`src/hdl/wplt_pkg.sv`:
```
// ----------------------------------------------------------------------------
// wplt_pkg
// Shared types and constants for the windowed peak loss tracker.
// ----------------------------------------------------------------------------
package wplt_pkg;

    localparam int LOSS_W = 8;
    localparam int TIME_W = 32;
    localparam int WIN_W  = 16;

    localparam logic [WIN_W-1:0] WINDOW_RESET = 16'd1000;

    localparam logic KIND_UPDATE = 1'b0;
    localparam logic KIND_QUERY  = 1'b1;

    typedef struct packed {
        logic [TIME_W-1:0] tstamp;
        logic [LOSS_W-1:0] loss;
    } hist_entry_t;

    typedef struct packed {
        logic                  we;
        logic [5:0]            addr;
        hist_entry_t           data;
    } hist_wr_t;

    typedef struct packed {
        logic              age_ok;
        logic [LOSS_W-1:0] peak;
    } cmp_res_t;

endpackage

```
`src/hdl/wplt_hist.sv`:
```
// ----------------------------------------------------------------------------
// wplt_hist
// History memory: one write port, one read port with registered read data.
// ----------------------------------------------------------------------------
module wplt_hist
    import wplt_pkg::*;
#(
    parameter int DEPTH = 10,
    localparam int AW = (DEPTH > 1) ? $clog2(DEPTH) : 1
)
(
    input  logic        clk,
    input  hist_wr_t    wr,
    input  logic [AW-1:0] raddr,
    output hist_entry_t rdata
);

    hist_entry_t mem [DEPTH];
    hist_entry_t rdata_reg;

    always_ff @(posedge clk)
    begin
        if (wr.we)
        begin
            mem[wr.addr[AW-1:0]] <= wr.data;
        end
    end

    always_ff @(posedge clk)
    begin
        rdata_reg <= mem[raddr];
    end

    assign rdata = rdata_reg;

endmodule

```
`src/hdl/wplt_cmp.sv`:
```
// ----------------------------------------------------------------------------
// wplt_cmp
// Shared age compare and peak select unit used by the update check and query walk steps.
// ----------------------------------------------------------------------------
module wplt_cmp
    import wplt_pkg::*;
(
    input  logic [TIME_W-1:0] now,
    input  logic [TIME_W-1:0] tstamp,
    input  logic [TIME_W-1:0] limit,
    input  logic              incl,
    input  logic [LOSS_W-1:0] a,
    input  logic [LOSS_W-1:0] b,
    output cmp_res_t          res
);

    logic [TIME_W-1:0] age;

    always_comb
    begin
        age        = now - tstamp;
        res.age_ok = incl ? (age <= limit) : (age < limit);
        res.peak   = (b > a) ? b : a;
    end

endmodule

```
`src/hdl/windowed_peak_loss_tracker_top.sv`:
```
// ----------------------------------------------------------------------------
// windowed_peak_loss_tracker_top
// Sliding window maximum of 8-bit loss reports over a circular history.
// ----------------------------------------------------------------------------
// Usage
// - input channel in_valid/in_ready carries kind, loss_sample and time_ms;
//   kind update folds a sample, kind query asks for the windowed maximum
// - output channel out_valid/out_ready carries max_loss, one per query
// - cfg_we/cfg_wdata writes window_ms; the user must write it only while
//   idle, since the block itself does not enforce this
// Sequence
// - update: accepted, then ST_UCHK checks the newest entry and the block is
//   ready again; the first update after reset writes entry 0 directly
// - query: one history read per cycle over the n entries examined, then
//   ST_QOUT loads the output register and the block is ready again;
//   the walk is set by the single read port of the history memory
// Reset
// - history empty (fill count zero), peak cleared, window_ms back to 1000
// Stall
// - the next request is taken while a result waits; a query that finishes
//   while the output register is still full holds until it is taken
// ----------------------------------------------------------------------------
module windowed_peak_loss_tracker_top
    import wplt_pkg::*;
#(
    parameter int HISTORY_DEPTH = 10
)
(
    input  logic              clk,
    input  logic              rst_n,
    input  logic              in_valid,
    output logic              in_ready,
    input  logic              kind,
    input  logic [LOSS_W-1:0] loss_sample,
    input  logic [TIME_W-1:0] time_ms,
    output logic              out_valid,
    input  logic              out_ready,
    output logic [LOSS_W-1:0] max_loss,
    input  logic              cfg_we,
    input  logic [WIN_W-1:0]  cfg_wdata
);

    localparam int AW = (HISTORY_DEPTH > 1) ? $clog2(HISTORY_DEPTH) : 1;
    localparam int CW = $clog2(HISTORY_DEPTH + 1);
    localparam logic [CW-1:0] FILL_MAX = CW'(HISTORY_DEPTH);
    localparam logic [AW:0]   DEPTH_W  = (AW + 1)'(HISTORY_DEPTH);

    localparam logic [1:0] ST_IDLE = 2'd0;
    localparam logic [1:0] ST_UCHK = 2'd1;
    localparam logic [1:0] ST_QCHK = 2'd2;
    localparam logic [1:0] ST_QOUT = 2'd3;

    logic [1:0]        state_reg, state_next;
    logic [AW-1:0]     head_reg, head_next;
    logic [CW-1:0]     fill_reg, fill_next;
    logic [CW-1:0]     idx_reg, idx_next;
    logic [LOSS_W-1:0] peak_reg, peak_next;
    logic [LOSS_W-1:0] best_reg, best_next;
    logic [LOSS_W-1:0] sample_reg, sample_next;
    logic [TIME_W-1:0] now_reg, now_next;
    logic [WIN_W-1:0]  window_reg;
    logic              out_valid_reg, out_valid_next;
    logic [LOSS_W-1:0] max_loss_reg, max_loss_next;

    hist_wr_t          hist_wr;
    hist_entry_t       hist_rd;
    logic [AW-1:0]     rd_addr;
    logic [AW:0]       addr_sum;
    logic [TIME_W-1:0] span;
    logic [TIME_W-1:0] cmp_limit;
    logic              cmp_incl;
    logic [LOSS_W-1:0] cmp_a;
    logic [LOSS_W-1:0] cmp_b;
    cmp_res_t          cmp_res;
    logic              in_take;

    assign span      = TIME_W'(window_reg) * TIME_W'(HISTORY_DEPTH);
    assign in_ready  = (state_reg == ST_IDLE);
    assign in_take   = in_valid && in_ready;
    assign out_valid = out_valid_reg;
    assign max_loss  = max_loss_reg;

    // next entry of the walk, wrapped round the circular history
    assign addr_sum = (AW + 1)'(head_reg) + (AW + 1)'(idx_reg) + (AW + 1)'(1);

    always_comb
    begin
        if (state_reg == ST_QCHK)
        begin
            rd_addr = (addr_sum >= DEPTH_W) ? AW'(addr_sum - DEPTH_W) : AW'(addr_sum);
        end
        else
        begin
            rd_addr = head_reg;
        end
    end

    always_comb
    begin
        if (state_reg == ST_UCHK)
        begin
            cmp_limit = TIME_W'(window_reg);
            cmp_incl  = 1'b0;
            cmp_a     = peak_reg;
            cmp_b     = sample_reg;
        end
        else
        begin
            cmp_limit = span;
            cmp_incl  = 1'b1;
            cmp_a     = best_reg;
            cmp_b     = hist_rd.loss;
        end
    end

    wplt_hist #(
        .DEPTH (HISTORY_DEPTH)
    ) u_hist (
        .clk   (clk),
        .wr    (hist_wr),
        .raddr (rd_addr),
        .rdata (hist_rd)
    );

    wplt_cmp u_cmp (
        .now    (now_reg),
        .tstamp (hist_rd.tstamp),
        .limit  (cmp_limit),
        .incl   (cmp_incl),
        .a      (cmp_a),
        .b      (cmp_b),
        .res    (cmp_res)
    );

    always_comb
    begin
        state_next     = state_reg;
        head_next      = head_reg;
        fill_next      = fill_reg;
        idx_next       = idx_reg;
        peak_next      = peak_reg;
        best_next      = best_reg;
        sample_next    = sample_reg;
        now_next       = now_reg;
        out_valid_next = out_valid_reg && !out_ready;
        max_loss_next  = max_loss_reg;
        hist_wr.we          = 1'b0;
        hist_wr.addr        = 6'(head_reg);
        hist_wr.data.tstamp = now_reg;
        hist_wr.data.loss   = sample_reg;

        case (state_reg)
            ST_IDLE:
            begin
                if (in_take)
                begin
                    sample_next = loss_sample;
                    now_next    = time_ms;
                    if (kind == KIND_UPDATE)
                    begin
                        if (fill_reg == '0)
                        begin
                            // first update: entry 0 opens without a shift
                            hist_wr.we          = 1'b1;
                            hist_wr.data.tstamp = time_ms;
                            hist_wr.data.loss   = loss_sample;
                            fill_next           = CW'(1);
                            peak_next           = '0;
                        end
                        else
                        begin
                            state_next = ST_UCHK;
                        end
                    end
                    else
                    begin
                        best_next  = peak_reg;
                        idx_next   = '0;
                        state_next = (fill_reg == '0) ? ST_QOUT : ST_QCHK;
                    end
                end
            end
            ST_UCHK:
            begin
                state_next = ST_IDLE;
                if (cmp_res.age_ok)
                begin
                    peak_next = cmp_res.peak;
                end
                else
                begin
                    // close the window: shift by moving the head back
                    head_next         = (head_reg == '0) ? AW'(HISTORY_DEPTH - 1)
                                                         : head_reg - AW'(1);
                    hist_wr.we        = 1'b1;
                    hist_wr.addr      = 6'(head_next);
                    hist_wr.data.loss = (peak_reg == '0) ? sample_reg : peak_reg;
                    fill_next         = (fill_reg == FILL_MAX) ? fill_reg
                                                               : fill_reg + CW'(1);
                    peak_next         = '0;
                end
            end
            ST_QCHK:
            begin
                if (!cmp_res.age_ok)
                begin
                    state_next = ST_QOUT;
                end
                else
                begin
                    best_next = cmp_res.peak;
                    if (idx_reg + CW'(1) == fill_reg)
                    begin
                        state_next = ST_QOUT;
                    end
                    else
                    begin
                        idx_next = idx_reg + CW'(1);
                    end
                end
            end
            ST_QOUT:
            begin
                if (!out_valid_reg || out_ready)
                begin
                    out_valid_next = 1'b1;
                    max_loss_next  = best_reg;
                    state_next     = ST_IDLE;
                end
            end
            default:
            begin
                state_next = ST_IDLE;
            end
        endcase
    end

    always_ff @(posedge clk or negedge rst_n)
    begin
        if (!rst_n)
        begin
            state_reg     <= ST_IDLE;
            head_reg      <= '0;
            fill_reg      <= '0;
            idx_reg       <= '0;
            peak_reg      <= '0;
            window_reg    <= WINDOW_RESET;
            out_valid_reg <= 1'b0;
        end
        else
        begin
            state_reg     <= state_next;
            head_reg      <= head_next;
            fill_reg      <= fill_next;
            idx_reg       <= idx_next;
            peak_reg      <= peak_next;
            out_valid_reg <= out_valid_next;
            if (cfg_we)
            begin
                window_reg <= cfg_wdata;
            end
        end
    end

    always_ff @(posedge clk)
    begin
        best_reg     <= best_next;
        sample_reg   <= sample_next;
        now_reg      <= now_next;
        max_loss_reg <= max_loss_next;
    end

`ifndef ASSERT_OFF
    a_fill_bound : assert property (@(posedge clk) disable iff (!rst_n)
        fill_reg <= FILL_MAX)
        else $error("history fill count beyond depth");

    a_write_fills : assert property (@(posedge clk) disable iff (!rst_n)
        hist_wr.we |=> fill_reg != '0)
        else $error("history written but still empty");

    a_walk_bound : assert property (@(posedge clk) disable iff (!rst_n)
        state_reg == ST_QCHK |-> idx_reg < fill_reg)
        else $error("query walk past filled history");

    a_close_grows : assert property (@(posedge clk) disable iff (!rst_n)
        (state_reg == ST_UCHK && hist_wr.we) |=>
            (fill_reg == $past(fill_reg) + CW'(1) || fill_reg == FILL_MAX))
        else $error("window close did not grow history");
`endif

endmodule
```
`config.mk`:
```
export PLATFORM = sky130hd
export DESIGN_NAME = windowed_peak_loss_tracker_top
export DESIGN_NICKNAME = d
export VERILOG_FILES = /design/src/hdl/wplt_pkg.sv /design/src/hdl/wplt_hist.sv /design/src/hdl/wplt_cmp.sv /design/src/hdl/windowed_peak_loss_tracker_top.sv
export SDC_FILE = /design/constraint.sdc
export NUM_CORES = 1
export LEC_CHECK = 0
export BUFFER_PORTS_ARGS = -buffer_cell sky130_fd_sc_hd__buf_2
export CAP_MARGIN = 20
export CORE_ASPECT_RATIO = 1.25
export CORE_UTILIZATION = 55
export CTS_BUF_LIST = sky130_fd_sc_hd__clkbuf_4 sky130_fd_sc_hd__clkbuf_8
export CTS_CLUSTER_SIZE = 10
export DETAILED_ROUTE_END_ITERATION = 10
export PLACE_DENSITY = 0.71
export SLEW_MARGIN = 10
export SYNTH_ARGS = -nofsm -noshare
export SYNTH_HDL_FRONTEND = slang
export SYNTH_SLANG_ARGS = --single-unit
```
`constraint.sdc`:
```
create_clock -name clk -period 12.2 [get_ports clk]
set_input_delay 2.44 -clock clk [delete_from_list [all_inputs] [get_ports clk]]
set_output_delay 2.44 -clock clk [all_outputs]
set_load 0.005 [all_outputs]
```
==> qor.txt <==
Multi-input gate area: 0.00860 mm²
startpoint types: flop
Critical Path End Type: flop
Max Cap Viol: 0
via count: 15234
Die Footprint: 0.0454 mm²
Syn Nets: 1931
placed wire-length estimate: 35200 µm
Ys Warns: 0
WS Path Type: reg -> reg
clock sink count: 535
worst hold start: best_reg[6]
max reg flops: 400
max incr delay on CP: 0.56 ns
synthesized flop and latch total: 535
final WL: 56900 µm
EDFF count, synth: 456
H-tree depth: 3
Post-synth ARST share: 7.29%
R2R depth: 23
Achievable Freq: 0.158 GHz
Final Power: 7.58 mW
IO Count: 72
fin. max-slew vios: 0
Min-Delay Endpoint: max_loss[6]
Synth Area in Simple Gates: 8.79%
status: finished, final reports clean
post-layout min period: 6.31 ns
Starting Density: 55.7%
GPL Wtd Cong: 0.925
post-synthesis compound-gate area fraction: 9.50%
GRT overflow: 0
worst slew pin tran: 1.09 ns
Root Buffer: clkbuf_8
CTS buffer count: 83
IO buf count: 71
Synth Area in Adders: 5.15%
clk buf depth: 3
Sum Neg Setup Slack: 0 ns
CTS tree: yes
storage element area: 0.0155 mm²
first-pass GRT wire length: 87800 µm
Final Cycle Share: 51.7%
largest family of logic cells by synthesized area: compound AO/OA/AOI/OAI gates
Rows: 86
GRT Util Overall: 25.9%
Layout area overhead: 11.2%
Reg2Reg Launch Point: window_reg[3]
fin nets: 2030
Die Wd: 191 µm
antenna-violating nets left: 0
wire per inst: 22.7 µm
worst skew pair latency: 0.65 ns
FF-to-FF setup slack: 5.89 ns
Peak VDD IR: 207 µV
Final Setup Violations: 0
Min-Delay Path Class: reg -> reg
CTS clock-pin slew for the worst setup and hold paths: 0.06 ns
worst reg2reg endpoint: u_hist.mem[8][39]
Synth cell types: 79
CP required: 12.49 ns
hold_buf cts: 0
initial antenna violation count: 1
post-CTS setup buffer count: 0
hold depth: 0
Mapped Cells: 1770
final routed DRC violation total: 0
Most used DFF post-synth: edfxtp_1
Worst EP arrival: 6.60 ns
CP cell instances: ha_1, ha_1, fa_1, a21o_1, a21oi_1, o21bai_1, a21oi_1, o21ai_0, a41o_1, o41ai_1, o21ai_0, xor2_1, nand2_1, ha_1, a21o_1, a21oi_1, o2111ai_1, nand2_1, nand4_1, buf_4, a31oi_4, nor2_4, buf_4
Post-Synth XOR/XNOR Area: 1.57%
CP max stage cell: dfstp_2
Fin. Hold Viols: 0
synthesized area: 0.0245 mm²
Layout fillers: 3332
vias in the first global route: 15447
Clock Skews: 0.0230 ns
largest net degree at the start of global routing: 81
register area share after synthesis: 63.1%
CTS resizes: 0
slew margin rel.: 26.6%
CP max FO: 25
core area: 0.0440 mm²
DR iter-0 viols: 945
LEAKAGE: 10.1 nW
Cell Pwr Density: 278 mW/mm²
layout cells sized above 1: 20.1%
post-synthesis mux area share: 9.46%
Vias/cell: 6.08
DR pass1 iterations: 5
Mean Syn Cell Area: 13.8 µm²
Die H: 238 µm
RSZ-0062 raised after global routing: no
[kinds of logic (layout without fill, tap and decap cells)]
kind of cell    after synthesis  count (layout)
mux                         129             129
xor+xnor                     44              44
compound gates              339             339
fa+ha+maj                    99              99
other cells                   0               1
simple gates                475             475
buf+inv                     149             310
flops                       535             535
[how the worst max path moves through the flow]
stage                  startpoint                end
global placement    window_reg[3]  u_hist.mem[9][35]
CTS                 window_reg[3]  u_hist.mem[9][30]
detailed placement  window_reg[3]  u_hist.mem[9][33]
global route        window_reg[3]  u_hist.mem[8][27]
finish              window_reg[3]  u_hist.mem[8][39]
floorplan           window_reg[3]   u_hist.mem[2][0]
[stage by stage]
step	worst slack, ns	std cells	cell area (µm²)	hold slack (ns)	util [%]
after floorplan	3.66	1770	24500	0.426	-
after global placement	5.53	2355	25600	0.440	58.1
after detailed placement	5.38	2355	25600	0.445	58.1
after CTS	5.39	2502	27200	0.459	61.9
after global routing	5.43	2504	27300	0.476	61.9
final	5.89	2504	27300	0.458	61.9
[layer usage]
layer / vias up / global-route usage (%) / routed length (µm)
li1: 6931 / - / -
met1: 7680 / 32.3 / 23000
met2: 504 / 44.3 / 28900
met3: 119 / 4.31 / 3160
met4: 0 / 11.0 / 1830
met5: - / 0 / 0
[Yosys cell counts (all sizes together) (8+ instances only)]
master    n  area share, %
mux2i    27            1.1
mux2     22            1.0
mux4     80            7.4
nor3     18           0.37
nand2b    9           0.23
and2     46            1.2
a21oi    63            1.3
o21a     12           0.37
a211oi   53            1.6
a21o     23           0.70
nand2   260            4.0
buf      22           0.44
ha       96            4.9
o21ai    70            1.5
o211ai   17           0.54
clkbuf   60           0.92
xor2     18           0.64
a221oi    8           0.46
nand4    14           0.38
dfxtp    40            3.3
a31oi    51            1.4
inv      67            1.0
dfrtp    33            3.4
xnor2    26           0.93
nor2     67            1.0
nand3    21           0.43
o22ai    10           0.26
edfxtp  456             56
nor2b    10           0.26
[critical path: cells and delay by family, from the launching register on]
family	cells	cell delay (ns)
xor gates and xnor gates	1	0.17
and+or+nand+nor	4	0.82
AOI/OAI and AO/OA	12	2.38
adders and majority gates	4	1.17
buffers and inverters	2	0.81
DFF	1	0.56
[layout by cell type (no fill, tap or decap), types with 33 or more instances in the layout]
cell	count
clkbuf_8	92
a21oi_1	60
o21ai_0	56
and2_1	45
dfrtp_1	33
ha_1	96
buf_2	71
inv_1	67
nor2_1	62
dfxtp_1	40
nand2_1	260
a211oi_1	52
a31oi_1	50
mux4_2	80
edfxtp_1	456
[cell type report]
type | instances | share of cell area, %
Clock buffer | 120 | 5.42
Tap cell | 572 | 2.63
Clock inverter | 27 | 0.684
Multi-Input combinational cell | 1086 | 31.5
Inverter | 67 | 0.923
Sequential cell | 535 | 56.8
Antenna cell | 1 | 0.00918
Timing Repair Buffer | 96 | 2.02
[power by group]
part | internal [mW] | switching (mW)
sequential | 2.37 | 0.137
clock | 0.821 | 0.685
combinational | 1.42 | 2.15
Note: power is estimated with default switching activity, not from simulation.
